**config.mk**
```make
export PLATFORM = sky130hd
export DESIGN_NAME = h264_avc_rtp_fua_packetizer
export DESIGN_NICKNAME = d
export VERILOG_FILES = /design/src/rtl/core/h264fua_pkg.sv /design/src/rtl/core/h264_avc_rtp_fua_packetizer.sv /design/src/rtl/core/h264fua_front.sv /design/src/rtl/core/h264fua_queue.sv /design/src/rtl/core/h264fua_back.sv
export SDC_FILE = /design/constraint.sdc
export NUM_CORES = 1
export LEC_CHECK = 0
export ABC_AREA = 1
export BUFFER_PORTS_ARGS = -buffer_cell sky130_fd_sc_hd__buf_2
export CORE_MARGIN = 2
export CORE_UTILIZATION = 30
export CTS_BUF_LIST = sky130_fd_sc_hd__clkbuf_8
export DETAILED_ROUTE_END_ITERATION = 7
export MAX_ROUTING_LAYER = met4
export PLACE_DENSITY = 0.57
export SYNTH_ARGS = -nofsm -noshare
export SYNTH_HDL_FRONTEND = slang
export SYNTH_SLANG_ARGS = --single-unit
```
**constraint.sdc**
```tcl
create_clock -name clock -period 3.87 [get_ports clock]
set_input_delay 0.387 -clock clock [delete_from_list [all_inputs] [get_ports clock]]
set_output_delay 0.387 -clock clock [all_outputs]
set_load 0.005 [all_outputs]
```
**src/rtl/core/h264fua_pkg.sv**
```systemverilog
// shared types and constants for the h.264 avc rtp fu-a packetizer
// no dependencies; top, parser, queue and emitter use it by scoped name
package h264fua_pkg;

   // nal / fu-a framing constants
   localparam logic [4:0]  FU_A_TYPE     = 5'd28;
   localparam logic [2:0]  PREFIX_RESET  = 3'd4;
   localparam logic [2:0]  PREFIX_MIN    = 3'd1;
   localparam logic [2:0]  PREFIX_MAX    = 3'd4;
   localparam logic [11:0] MTU_RESET     = 12'd1400;
   localparam logic [11:0] MTU_MIN       = 12'd3;
   localparam logic [11:0] FU_HDR_BYTES  = 12'd2;

   // register map: index taken from paddr bit 2
   localparam logic CSR_IDX_PREFIX = 1'b0;
   localparam logic CSR_IDX_MTU    = 1'b1;

   // command queue between parser and emitter
   localparam int QUEUE_DEPTH = 4;
   localparam int QUEUE_PTR_W = $clog2(QUEUE_DEPTH);
   localparam int QUEUE_CNT_W = $clog2(QUEUE_DEPTH + 1);

   typedef enum logic [2:0] {
      PH_LEN    = 3'd0,
      PH_SKIP   = 3'd1,
      PH_DROP   = 3'd2,
      PH_SINGLE = 3'd3,
      PH_FUHDR  = 3'd4,
      PH_FUBODY = 3'd5
   } phase_type;

   typedef enum logic [1:0] {
      BEAT_IND  = 2'd0,
      BEAT_HDR  = 2'd1,
      BEAT_DATA = 2'd2
   } beat_type;

   // one parsed input byte: either a single payload beat or fu indicator,
   // fu header and payload beat
   typedef struct packed {
      logic       fu_pair;
      logic [7:0] fu_ind;
      logic [7:0] fu_hdr;
      logic [7:0] data;
      logic       data_end;
      logic       marker;
   } cmd_type;

endpackage

```
**src/rtl/core/h264_avc_rtp_fua_packetizer.sv**
```systemverilog
// h.264 avc rtp packetizer: single nal and fu-a modes, one input byte per beat
// path: an accepted item is written into the command queue, and the emitter then
// loads its beats into the rsp output register, fu-a header beats first
// throughput: one input byte per cycle; each fu-a fragment adds two header beats on
// rsp, and req stalls only when the four-entry command queue between parser and
// emitter is full. reset is synchronous: parse state, queue and output clear at once,
// registers return to 4 prefix bytes and an mtu of 1400
module h264_avc_rtp_fua_packetizer (
   input  logic        clock,
   input  logic        reset,
   input  logic        req_valid,
   output logic        req_stall,
   input  logic [7:0]  req_data_byte,
   input  logic        req_last_in_buffer,
   input  logic [23:0] req_buffer_length,
   output logic        rsp_valid,
   input  logic        rsp_stall,
   output logic [7:0]  rsp_payload_byte,
   output logic        rsp_packet_end,
   output logic        rsp_marker,
   input  logic        psel,
   input  logic        penable,
   input  logic        pwrite,
   input  logic [2:0]  paddr,
   input  logic [31:0] pwdata,
   output logic [31:0] prdata,
   output logic        pready
);

   logic [2:0]  prefix_bytes_ff, prefix_bytes_in;
   logic [11:0] mtu_bytes_ff, mtu_bytes_in;
   logic        csr_write;

   logic                 queue_full;
   logic                 queue_push;
   h264fua_pkg::cmd_type queue_push_cmd;
   logic                 queue_pop;
   logic                 queue_not_empty;
   h264fua_pkg::cmd_type queue_head_cmd;

   assign pready    = 1'b1;
   assign csr_write = psel && penable && pwrite && pready;

   always_comb begin
      prefix_bytes_in = prefix_bytes_ff;
      mtu_bytes_in    = mtu_bytes_ff;
      if (csr_write) begin
         if (paddr[2] == h264fua_pkg::CSR_IDX_PREFIX) begin
            prefix_bytes_in = pwdata[2:0];
         end else begin
            mtu_bytes_in = pwdata[11:0];
         end
      end
      prdata = (paddr[2] == h264fua_pkg::CSR_IDX_MTU) ? {20'd0, mtu_bytes_ff}
                                                       : {29'd0, prefix_bytes_ff};
   end

   always_ff @(posedge clock) begin
      if (reset) begin
         prefix_bytes_ff <= h264fua_pkg::PREFIX_RESET;
         mtu_bytes_ff    <= h264fua_pkg::MTU_RESET;
      end else begin
         prefix_bytes_ff <= prefix_bytes_in;
         mtu_bytes_ff    <= mtu_bytes_in;
      end
   end

   h264fua_front u_front (
      .clock              (clock),
      .reset              (reset),
      .req_valid          (req_valid),
      .req_stall          (req_stall),
      .req_data_byte      (req_data_byte),
      .req_last_in_buffer (req_last_in_buffer),
      .req_buffer_length  (req_buffer_length),
      .cfg_prefix_bytes   (prefix_bytes_ff),
      .cfg_mtu_bytes      (mtu_bytes_ff),
      .queue_full         (queue_full),
      .push               (queue_push),
      .push_cmd           (queue_push_cmd)
   );

   h264fua_queue u_queue (
      .clock     (clock),
      .reset     (reset),
      .push      (queue_push),
      .push_cmd  (queue_push_cmd),
      .full      (queue_full),
      .pop       (queue_pop),
      .not_empty (queue_not_empty),
      .head_cmd  (queue_head_cmd)
   );

   h264fua_back u_back (
      .clock            (clock),
      .reset            (reset),
      .not_empty        (queue_not_empty),
      .head_cmd         (queue_head_cmd),
      .pop              (queue_pop),
      .rsp_valid        (rsp_valid),
      .rsp_stall        (rsp_stall),
      .rsp_payload_byte (rsp_payload_byte),
      .rsp_packet_end   (rsp_packet_end),
      .rsp_marker       (rsp_marker)
   );

endmodule

```
**src/rtl/core/h264fua_front.sv**
```systemverilog
// parser: walks length prefixes and nal bodies, one byte per beat, and
// turns each payload byte into a packet command. depends on h264fua_pkg
module h264fua_front (
   input  logic                 clock,
   input  logic                 reset,
   input  logic                 req_valid,
   output logic                 req_stall,
   input  logic [7:0]           req_data_byte,
   input  logic                 req_last_in_buffer,
   input  logic [23:0]          req_buffer_length,
   input  logic [2:0]           cfg_prefix_bytes,
   input  logic [11:0]          cfg_mtu_bytes,
   input  logic                 queue_full,
   output logic                 push,
   output h264fua_pkg::cmd_type push_cmd
);

   h264fua_pkg::phase_type phase_ff, phase_in;
   logic [23:0] accum_ff, accum_in;
   logic [1:0]  prefix_cnt_ff, prefix_cnt_in;
   logic [23:0] rem_ff, rem_in;
   logic [11:0] fill_ff, fill_in;
   logic [7:0]  fu_ind_ff, fu_ind_in;
   logic [4:0]  nal_kind_ff, nal_kind_in;
   logic        first_frag_ff, first_frag_in;

   logic        accept;
   logic [2:0]  plen;
   logic [11:0] mtu;
   logic [11:0] pay;
   logic [23:0] rem_dec;
   logic [31:0] size;
   logic        lastfrag;
   logic [11:0] fill_inc;
   logic        body_end;

   assign req_stall = queue_full;
   assign accept    = req_valid && !queue_full;

   always_comb begin
      if (cfg_prefix_bytes < h264fua_pkg::PREFIX_MIN) begin
         plen = h264fua_pkg::PREFIX_MIN;
      end else if (cfg_prefix_bytes > h264fua_pkg::PREFIX_MAX) begin
         plen = h264fua_pkg::PREFIX_MAX;
      end else begin
         plen = cfg_prefix_bytes;
      end
      mtu = (cfg_mtu_bytes < h264fua_pkg::MTU_MIN) ? h264fua_pkg::MTU_MIN : cfg_mtu_bytes;
      pay = mtu - h264fua_pkg::FU_HDR_BYTES;
   end

   assign rem_dec  = (rem_ff == 24'd0) ? 24'd0 : rem_ff - 24'd1;
   assign size     = {accum_ff, req_data_byte};
   // rem + fill stays constant across one fragment, so this holds per packet
   assign lastfrag = ({1'b0, rem_ff} + {13'd0, fill_ff}) <= {13'd0, pay};
   assign fill_inc = fill_ff + 12'd1;
   assign body_end = (rem_dec == 24'd0) || (fill_inc >= pay) || req_last_in_buffer;

   always_comb begin
      phase_in      = phase_ff;
      accum_in      = accum_ff;
      prefix_cnt_in = prefix_cnt_ff;
      rem_in        = rem_ff;
      fill_in       = fill_ff;
      fu_ind_in     = fu_ind_ff;
      nal_kind_in   = nal_kind_ff;
      first_frag_in = first_frag_ff;
      push          = 1'b0;
      push_cmd      = '0;
      push_cmd.data = req_data_byte;

      if (accept) begin
         case (phase_ff)
            h264fua_pkg::PH_SKIP: begin
               phase_in = h264fua_pkg::PH_LEN;
            end
            h264fua_pkg::PH_DROP: begin
               phase_in = h264fua_pkg::PH_DROP;
            end
            h264fua_pkg::PH_SINGLE: begin
               rem_in            = rem_dec;
               push              = 1'b1;
               push_cmd.data_end = (rem_dec == 24'd0) || req_last_in_buffer;
               push_cmd.marker   = 1'b1;
               if (rem_dec == 24'd0) begin
                  phase_in = h264fua_pkg::PH_LEN;
               end
            end
            h264fua_pkg::PH_FUHDR: begin
               fu_ind_in     = {req_data_byte[7:5], h264fua_pkg::FU_A_TYPE};
               nal_kind_in   = req_data_byte[4:0];
               first_frag_in = 1'b1;
               fill_in       = 12'd0;
               rem_in        = rem_dec;
               phase_in      = (rem_dec != 24'd0) ? h264fua_pkg::PH_FUBODY
                                                  : h264fua_pkg::PH_LEN;
            end
            h264fua_pkg::PH_FUBODY: begin
               push              = 1'b1;
               push_cmd.fu_pair  = (fill_ff == 12'd0);
               push_cmd.fu_ind   = fu_ind_ff;
               push_cmd.fu_hdr   = {first_frag_ff, lastfrag, 1'b0, nal_kind_ff};
               push_cmd.data_end = body_end;
               push_cmd.marker   = lastfrag;
               if (fill_ff == 12'd0) begin
                  first_frag_in = 1'b0;
               end
               rem_in  = rem_dec;
               fill_in = body_end ? 12'd0 : fill_inc;
               if (rem_dec == 24'd0) begin
                  phase_in      = h264fua_pkg::PH_LEN;
                  first_frag_in = 1'b1;
               end
            end
            default: begin
               // length prefix byte; unused phase codes land here too
               phase_in = h264fua_pkg::PH_LEN;
               if (({1'b0, prefix_cnt_ff} + 3'd1) >= plen) begin
                  accum_in      = 24'd0;
                  prefix_cnt_in = 2'd0;
                  if (size == 32'd1) begin
                     phase_in = h264fua_pkg::PH_SKIP;
                  end else if (size == 32'd0 || size > {8'd0, req_buffer_length}) begin
                     phase_in = h264fua_pkg::PH_DROP;
                  end else begin
                     rem_in   = size[23:0];
                     fill_in  = 12'd0;
                     phase_in = (size <= {20'd0, mtu}) ? h264fua_pkg::PH_SINGLE
                                                       : h264fua_pkg::PH_FUHDR;
                  end
               end else begin
                  accum_in      = size[23:0];
                  prefix_cnt_in = prefix_cnt_ff + 2'd1;
               end
            end
         endcase

         if (req_last_in_buffer) begin
            phase_in      = h264fua_pkg::PH_LEN;
            accum_in      = 24'd0;
            prefix_cnt_in = 2'd0;
            rem_in        = 24'd0;
            fill_in       = 12'd0;
            first_frag_in = 1'b1;
         end
      end
   end

   always_ff @(posedge clock) begin
      if (reset) begin
         phase_ff      <= h264fua_pkg::PH_LEN;
         accum_ff      <= 24'd0;
         prefix_cnt_ff <= 2'd0;
         rem_ff        <= 24'd0;
         fill_ff       <= 12'd0;
         fu_ind_ff     <= 8'd0;
         nal_kind_ff   <= 5'd0;
         first_frag_ff <= 1'b1;
      end else begin
         phase_ff      <= phase_in;
         accum_ff      <= accum_in;
         prefix_cnt_ff <= prefix_cnt_in;
         rem_ff        <= rem_in;
         fill_ff       <= fill_in;
         fu_ind_ff     <= fu_ind_in;
         nal_kind_ff   <= nal_kind_in;
         first_frag_ff <= first_frag_in;
      end
   end

endmodule

```
**src/rtl/core/h264fua_queue.sv**
```systemverilog
// short command queue between parser and emitter
// depends on h264fua_pkg for the command type and depth
module h264fua_queue (
   input  logic                 clock,
   input  logic                 reset,
   input  logic                 push,
   input  h264fua_pkg::cmd_type push_cmd,
   output logic                 full,
   input  logic                 pop,
   output logic                 not_empty,
   output h264fua_pkg::cmd_type head_cmd
);

   h264fua_pkg::cmd_type entry_ff [h264fua_pkg::QUEUE_DEPTH];
   logic [h264fua_pkg::QUEUE_PTR_W-1:0] wr_ptr_ff, wr_ptr_in;
   logic [h264fua_pkg::QUEUE_PTR_W-1:0] rd_ptr_ff, rd_ptr_in;
   logic [h264fua_pkg::QUEUE_CNT_W-1:0] count_ff, count_in;

   assign full      = (count_ff == h264fua_pkg::QUEUE_CNT_W'(h264fua_pkg::QUEUE_DEPTH));
   assign not_empty = (count_ff != '0);
   assign head_cmd  = entry_ff[rd_ptr_ff];

   always_comb begin
      wr_ptr_in = push ? wr_ptr_ff + 1'b1 : wr_ptr_ff;
      rd_ptr_in = pop  ? rd_ptr_ff + 1'b1 : rd_ptr_ff;
      count_in  = count_ff;
      if (push && !pop) begin
         count_in = count_ff + 1'b1;
      end else if (pop && !push) begin
         count_in = count_ff - 1'b1;
      end
   end

   always_ff @(posedge clock) begin
      if (reset) begin
         wr_ptr_ff <= '0;
         rd_ptr_ff <= '0;
         count_ff  <= '0;
      end else begin
         wr_ptr_ff <= wr_ptr_in;
         rd_ptr_ff <= rd_ptr_in;
         count_ff  <= count_in;
      end
   end

   always_ff @(posedge clock) begin
      if (push) begin
         entry_ff[wr_ptr_ff] <= push_cmd;
      end
   end

endmodule

```
**src/rtl/core/h264fua_back.sv**
```systemverilog
// emitter: expands queued commands into output beats through an
// output register. depends on h264fua_pkg
module h264fua_back (
   input  logic                 clock,
   input  logic                 reset,
   input  logic                 not_empty,
   input  h264fua_pkg::cmd_type head_cmd,
   output logic                 pop,
   output logic                 rsp_valid,
   input  logic                 rsp_stall,
   output logic [7:0]           rsp_payload_byte,
   output logic                 rsp_packet_end,
   output logic                 rsp_marker
);

   h264fua_pkg::beat_type beat_ff, beat_in;
   logic       out_valid_ff, out_valid_in;
   logic [7:0] out_byte_ff, out_byte_in;
   logic       out_end_ff, out_end_in;
   logic       out_mark_ff, out_mark_in;
   logic       load;

   assign load = !out_valid_ff || !rsp_stall;

   always_comb begin
      beat_in      = beat_ff;
      out_valid_in = out_valid_ff;
      out_byte_in  = out_byte_ff;
      out_end_in   = out_end_ff;
      out_mark_in  = out_mark_ff;
      pop          = 1'b0;
      if (load) begin
         out_valid_in = not_empty;
         out_mark_in  = head_cmd.marker;
         out_byte_in  = head_cmd.data;
         out_end_in   = head_cmd.data_end;
         if (not_empty) begin
            if (head_cmd.fu_pair) begin
               case (beat_ff)
                  h264fua_pkg::BEAT_IND: begin
                     out_byte_in = head_cmd.fu_ind;
                     out_end_in  = 1'b0;
                     beat_in     = h264fua_pkg::BEAT_HDR;
                  end
                  h264fua_pkg::BEAT_HDR: begin
                     out_byte_in = head_cmd.fu_hdr;
                     out_end_in  = 1'b0;
                     beat_in     = h264fua_pkg::BEAT_DATA;
                  end
                  default: begin
                     pop     = 1'b1;
                     beat_in = h264fua_pkg::BEAT_IND;
                  end
               endcase
            end else begin
               pop     = 1'b1;
               beat_in = h264fua_pkg::BEAT_IND;
            end
         end
      end
   end

   always_ff @(posedge clock) begin
      if (reset) begin
         beat_ff      <= h264fua_pkg::BEAT_IND;
         out_valid_ff <= 1'b0;
      end else begin
         beat_ff      <= beat_in;
         out_valid_ff <= out_valid_in;
      end
   end

   always_ff @(posedge clock) begin
      out_byte_ff <= out_byte_in;
      out_end_ff  <= out_end_in;
      out_mark_ff <= out_mark_in;
   end

   assign rsp_valid        = out_valid_ff;
   assign rsp_payload_byte = out_byte_ff;
   assign rsp_packet_end   = out_end_ff;
   assign rsp_marker       = out_mark_ff;

endmodule

```
# == Word-level counts from Yosys, hierarchy flattened ==
# Memories as Yosys holds them, arrays and structs flattened. A register that Yosys moved wholly into a read port is not among the register bits.
# Index checks and enable logic that the tools add are counted.
# totals
regBits,112
ram_bits,108
in_bits,75
word_cells,154
mem_count,1
# memory_table
name,depth,width,read_ports,rd_ports_with_merged_regs,write_ports,line,source
u_queue.entry_ff,4,27,1,1,1,h264fua_queue.sv:14,h264fua_pkg::cmd_type entry_ff [h264fua_pkg::QUEUE_DEPTH];
# op_classes
addsub,10
order_cmp,8
eq_ne,17
mux,58
bitwise,1
reduce_logical,41
# op_table
op,n
two-way mux 24 bit,8
two-way mux 12 bit,7
zero test 24 bit,2
case mux 24 bit (2 select lines),1
case mux 12 bit (3 select lines),1
two-way mux 17 bit,2
two-way mux 3 bit,11
"== test 32 x 1 -> 1 bit, second input constant",1
> comparator 32 x 24 -> 1 bit,1
less-or-equal comparator 32 x 12 -> 1 bit,1
zero test 32 bit,1
adder 24 x 12 -> 25 bit,1
less-or-equal comparator 25 x 12 -> 1 bit,1
nonzero test 24 bit,1
"subtractor 24 x 1 -> 24 bit, second input constant",1
two-way mux 8 bit,2
case mux 8 bit (2 select lines),1
two-way mux 1 bit,14
two-way mux 2 bit,7
"adder 12 x 1 -> 12 bit, second input constant",1
greater-or-equal comparator 12 bit,1
zero test 12 bit,1
"less-than comparator 12 x 2 -> 1 bit, second input constant",1
case mux 3 bit (4 select lines),1
other kinds (33),66

# == Longest topological paths before layout ==
# depth
depth_word,9
ltp_mapped,24
mapped_depth_nobuf,24

# == Modules after synthesis ==
# A second synthesis with hierarchy kept.
# unflattened
hier_cells,1723
hier_area_um2,13571.8
# by_module_without_submodules
module,instances,cells_each,area_per_inst_um2
h264fua_front,1,1182,7529.7
h264fua_queue,1,320,4500.6
h264_avc_rtp_fua_packetizer,1,137,874.6
h264fua_back,1,84,666.9

# == Worst setup path before layout ==
# OpenSTA, ideal clock, no wires.
# synth_timing
path_kind,reg-to-reg
startpoint,register u_front.fill_ff[0]
endpoint,memory u_queue.entry_ff[0][0] (netlist name) (data pin)
setup_ns,0.267
arrival_time_ns,2.490
setup_slack_ns,1.114
stages_incl_launch_ff,19
n_path_buf,0
synth_period_minus_slack_ns,2.756
path_cell_list,dfxtp_1 ha_1 fa_1 a21oi_1 nor2_1 nor2_1 xnor2_1 ha_1 nand2_1 nor2_1 nand4_1 o2111ai_1 nand4_1 nand2_1 nand2_1 nand2_1 nand2_1 nand3_1 nand2_1
# synth_lines
element,line,source
from (decl),h264fua_front.sv:22,"logic [11:0] fill_ff, fill_in;"
from (signal assigned),h264fua_front.sv:164,fill_ff <= fill_in;
to (decl),h264fua_queue.sv:14,

==> summary.md <==
| Metric | Value |
|---|---|
| EDFF count, synth | `between 90 and 100` |
| TritonCTS clock tree | `built` |
| Hold_buf cts | `0` |
| Sequential share of the synthesized area | `0.409` |
| Endpoint class of the critical path | `flip-flop` |
| Clock buffer depth | `2` |
| Die ar. | `42200 um^2` |
| Final Cycle Share | `0.890` |
| Number of max-cap violations | `0` |
| Place WS | `approximately 0.46 ns` |
| Routability congestion estimate | `a little over 0.9` |
| Max Clk Rate | `approximately 290 MHz` |
| Site Rows | `73` |
| Via count | `approximately 11000` |
| Share of layout cells above drive strength 1 | `0.0958` |
| Crit-path max FO | `13` |
| Mean Syn Cell Area | `around 7.6 um^2` |
| Die height | `between 200 and 250 um` |
| First-pass GRT wire length | `approximately 54000 um` |
| Fin. Hold Viols | `0` |
| Syn Inst Count | `approximately 1600` |
| Setup TNS | `0 ns` |
| Vias per std cell | `4.90` |
| Worst Tran Pin Value | `0.936 ns` |
| Fin Clk Skew | `around 0.024 ns` |
| Design Power | `6.17 mW` |
| Final WS setup | `0.426 ns` |
| Startpoint type of the worst setup path | `flip-flop` |
| Core area | `39900 um^2` |
| Ports | `between 100 and 150` |
| Crit path arrival time | `approximately 3.7 ns` |
| DRC errors left | `0` |
| Warnings from Yosys | `0` |
| Static leakage | `just under 6 nW` |
| Final Slew Violations | `0` |
| WL final | `~34000 um` |
| Slew margin rel. | `0.374` |
| Worst path cell trace | `nor2_1 > nand2_1 > nor2_1 > nand3_1 > nand2_2 > nor2_1 > inv_1 > nor2_1 > inv_1 > nand2_1 > nand2_1 > inv_1 > ha_1 > nand2_1 > nor2_1 > a211oi_1 > o21ai_0 > nand3_1 > nand3_1 > nand2_1 > a21oi_2` |
| Top FF cell, synth | `dfxtp_1` |
| Die W | `a little over 200 um` |
| Crit path time final | `around 3.4 ns` |
| Cell family with most CP delay | `simple AND/OR/NAND/NOR gates` |
| # diodes | `0` |
| Antenna Nets Post-Route | `0` |
| Critical path class | `flip-flop to flip-flop` |
| Pin count of the biggest net entering global routing | `54` |
| DRT iter0 DRCs | `760` |
| Endpoints failing setup | `0` |
| DR pass1 iterations | `6` |
| Synth Register Bits | `200` |
| WL/cell | `roughly 16 um` |
| Fin nets | `between 1500 and 2000` |
| Skew-Pair Late Insertion Delay | `0.50 ns` |
| DP HPWL | `25200 um` |
| Placed Instances | `about 2200` |
| CTS Buf Count | `17` |
| Pwr dens | `about 460 nW/um^2` |
| Total GRT Usage | `0.169` |
| Area delta synth->final | `10.2%` |
| Worst hold slack | `between 0.1 and 0.15 ns` |
| Number of H-tree levels | `4` |
| Port Buf Inserts | `76` |
| Total global routing overflow | `0` |
| Reg2reg setup slack | `~0.43 ns` |
| Post-synth ARST share | `0` |
| Root Driver | `clkbuf_8` |
| Max stage delay on crit path | `~0.43 ns` |
| Post_cts resized | `0` |
| Unique masters post-synth | `49` |
| Vias in the first global route | `slightly above 10000` |
| Status | `completed` |
| Buf+Inv Stages, Crit Path | `3` |
| Clk sink count | `200` |
| Initial Util | `0.305` |
| Area of the mapped netlist | `~12000 um^2` |
| Finished Layout Cells | `about 2200` |
| Max VDD drop | `around 240 uV` |
| Worst min path class | `input pin to flip-flop` |
| Clk slew on worst S/H paths | `around 0.12 ns` |
| Slowest-stage cell, CP | `dfxtp_1` |
| Post-CTS Setup Inserts | `0` |
| CP Data Required Time | `4.08 ns` |
| RSZ-0062 raised after global routing | `no` |
| Initial antenna violation count | `0` |
==> cells in the final DEF, fill, tap and decap left out, types with 21 or more instances in the layout <==
cell / netlist / routed
conb_1: 2 / 21
xor2_1: 27 / 27
buf_2: 9 / 76
o21ai_0: 155 / 155
a21oi_1: 167 / 167
edfxtp_1: 98 / 98
nand3_1: 78 / 78
inv_1: 166 / 168
nand2_1: 323 / 323
nand4_1: 35 / 35
ha_1: 83 / 83
nor2_1: 184 / 180
dfxtp_1: 102 / 102
==> flip-flops by register name (all words and copies together), names as in the netlist, 2 cells and up, named ones only <==
| register | count |
|---|---|
| mtu_bytes_ff | 12 |
| prefix_bytes_ff | 3 |
| u_back.beat_ff | 2 |
| u_back.rsp_payload_byte | 8 |
| u_front.accum_ff | 24 |
| u_front.fill_ff | 12 |
| u_front.fu_ind_ff | 4 |
| u_front.nal_kind_ff | 5 |
| u_front.phase_ff | 3 |
| u_front.prefix_cnt_ff | 2 |
| u_front.rem_ff | 24 |
| u_queue.count_ff | 3 |
| u_queue.entry_ff | 88 |
| u_queue.rd_ptr_ff | 2 |
| u_queue.wr_ptr_ff | 2 |
==> final cells by class <==
| type | instances | area [um^2] |
|---|---|---|
| clock inverters | 15 | 170 |
| flip-flops and latches | 200 | 4980 |
| clock buffers | 17 | 234 |
| well taps | 525 | 657 |
| multi-input cells | 1171 | 6220 |
| repair buffers | 92 | 500 |
| inverters | 175 | 657 |
| fillers | 4241 | 26500 |
==> worst paths after layout <==
check | from | end | depth (start not counted)
setup / recovery | mtu_bytes_ff[8]$_SDFFE_PP1P_ | u_queue.entry_ff[1][1]$_DFFE_PP_ | 21
hold / removal | pwdata[6] | mtu_bytes_ff[6]$_SDFFE_PP1P_ | 3
setup reg to reg | mtu_bytes_ff[8]$_SDFFE_PP1P_ | u_queue.entry_ff[1][1]$_DFFE_PP_ | 21
hold reg to reg | u_front.fu_ind_ff[4]$_SDFFE_PP0P_ | u_front.fu_ind_ff[4]$_SDFFE_PP0P_ | 2
==> through the flow <==
stage | utilization | cell area [um^2]
after floorplan | - | 12300
after global placement | 0.326 | 13000
after detailed placement | 0.326 | 13000
after CTS | 0.336 | 13400
after global routing | 0.336 | 13400
final | 0.336 | 13400
==> synthesized netlist by cell type, drive strengths merged (3+ instances only) <==
| master | instances | area [um^2] |
|---|---|---|
| a211oi | 3 | 22.5 |
| a21oi | 169 | 861 |
| a31oi | 3 | 18.8 |
| a32o | 4 | 40.0 |
| buf | 35 | 248 |
| clkbuf | 40 | 150 |
| clkinv | 4 | 15.0 |
| dfxtp | 102 | 2040 |
| edfxtp | 98 | 2940 |
| ha | 83 | 1040 |
| inv | 171 | 642 |
| nand2 | 330 | 1260 |
| nand3 | 79 | 400 |
| nand4 | 35 | 219 |
| nor2 | 200 | 826 |
| nor3 | 15 | 96.4 |
| nor4 | 5 | 31.3 |
| o21ai | 159 | 796 |
| o22ai | 15 | 93.8 |
| or2 | 3 | 18.8 |
| xnor2 | 4 | 35.0 |
| xor2 | 27 | 236 |
==> worst reg2reg max path, stage by stage, from the launching register on <==
cell	delay, ns
dfxtp_1	0.43
nor2_1	0.10
nand2_1	0.08
nor2_1	0.06
nand3_1	0.10
nand2_2	0.16
nor2_1	0.19
inv_1	0.08
nor2_1	0.17
inv_1	0.09
nand2_1	0.06
nand2_1	0.05
inv_1	0.12
ha_1	0.28
nand2_1	0.08
nor2_1	0.04
a211oi_1	0.19
o21ai_0	0.16
nand3_1	0.10
nand3_1	0.07
nand2_1	0.39
a21oi_2	0.16
==> cells by family after synthesis <==
| logic type | synth area share |
|---|---|
| simple gates | 0.237 |
| compound gates | 0.156 |
| buf+inv | 0.0866 |
| flops | 0.409 |
| fa+ha+maj | 0.0886 |
| xor+xnor | 0.0223 |
| other cells | 0.000617 |
==> power breakdown <==
group          switching (mW)  internal, mW  total (mW)
Sequential              0.190          2.41        2.60
Combinational            1.47         0.722        2.19
Clock                   0.840         0.540        1.38
==> metal layers <==
layer / wire length, um / GRT usage
met5: 0 / -
met4: 636 / 0.0445
met3: 1370 / 0.0253
met2: 16700 / 0.281
met1: 15700 / 0.215
(Power assumes the default switching activity.)
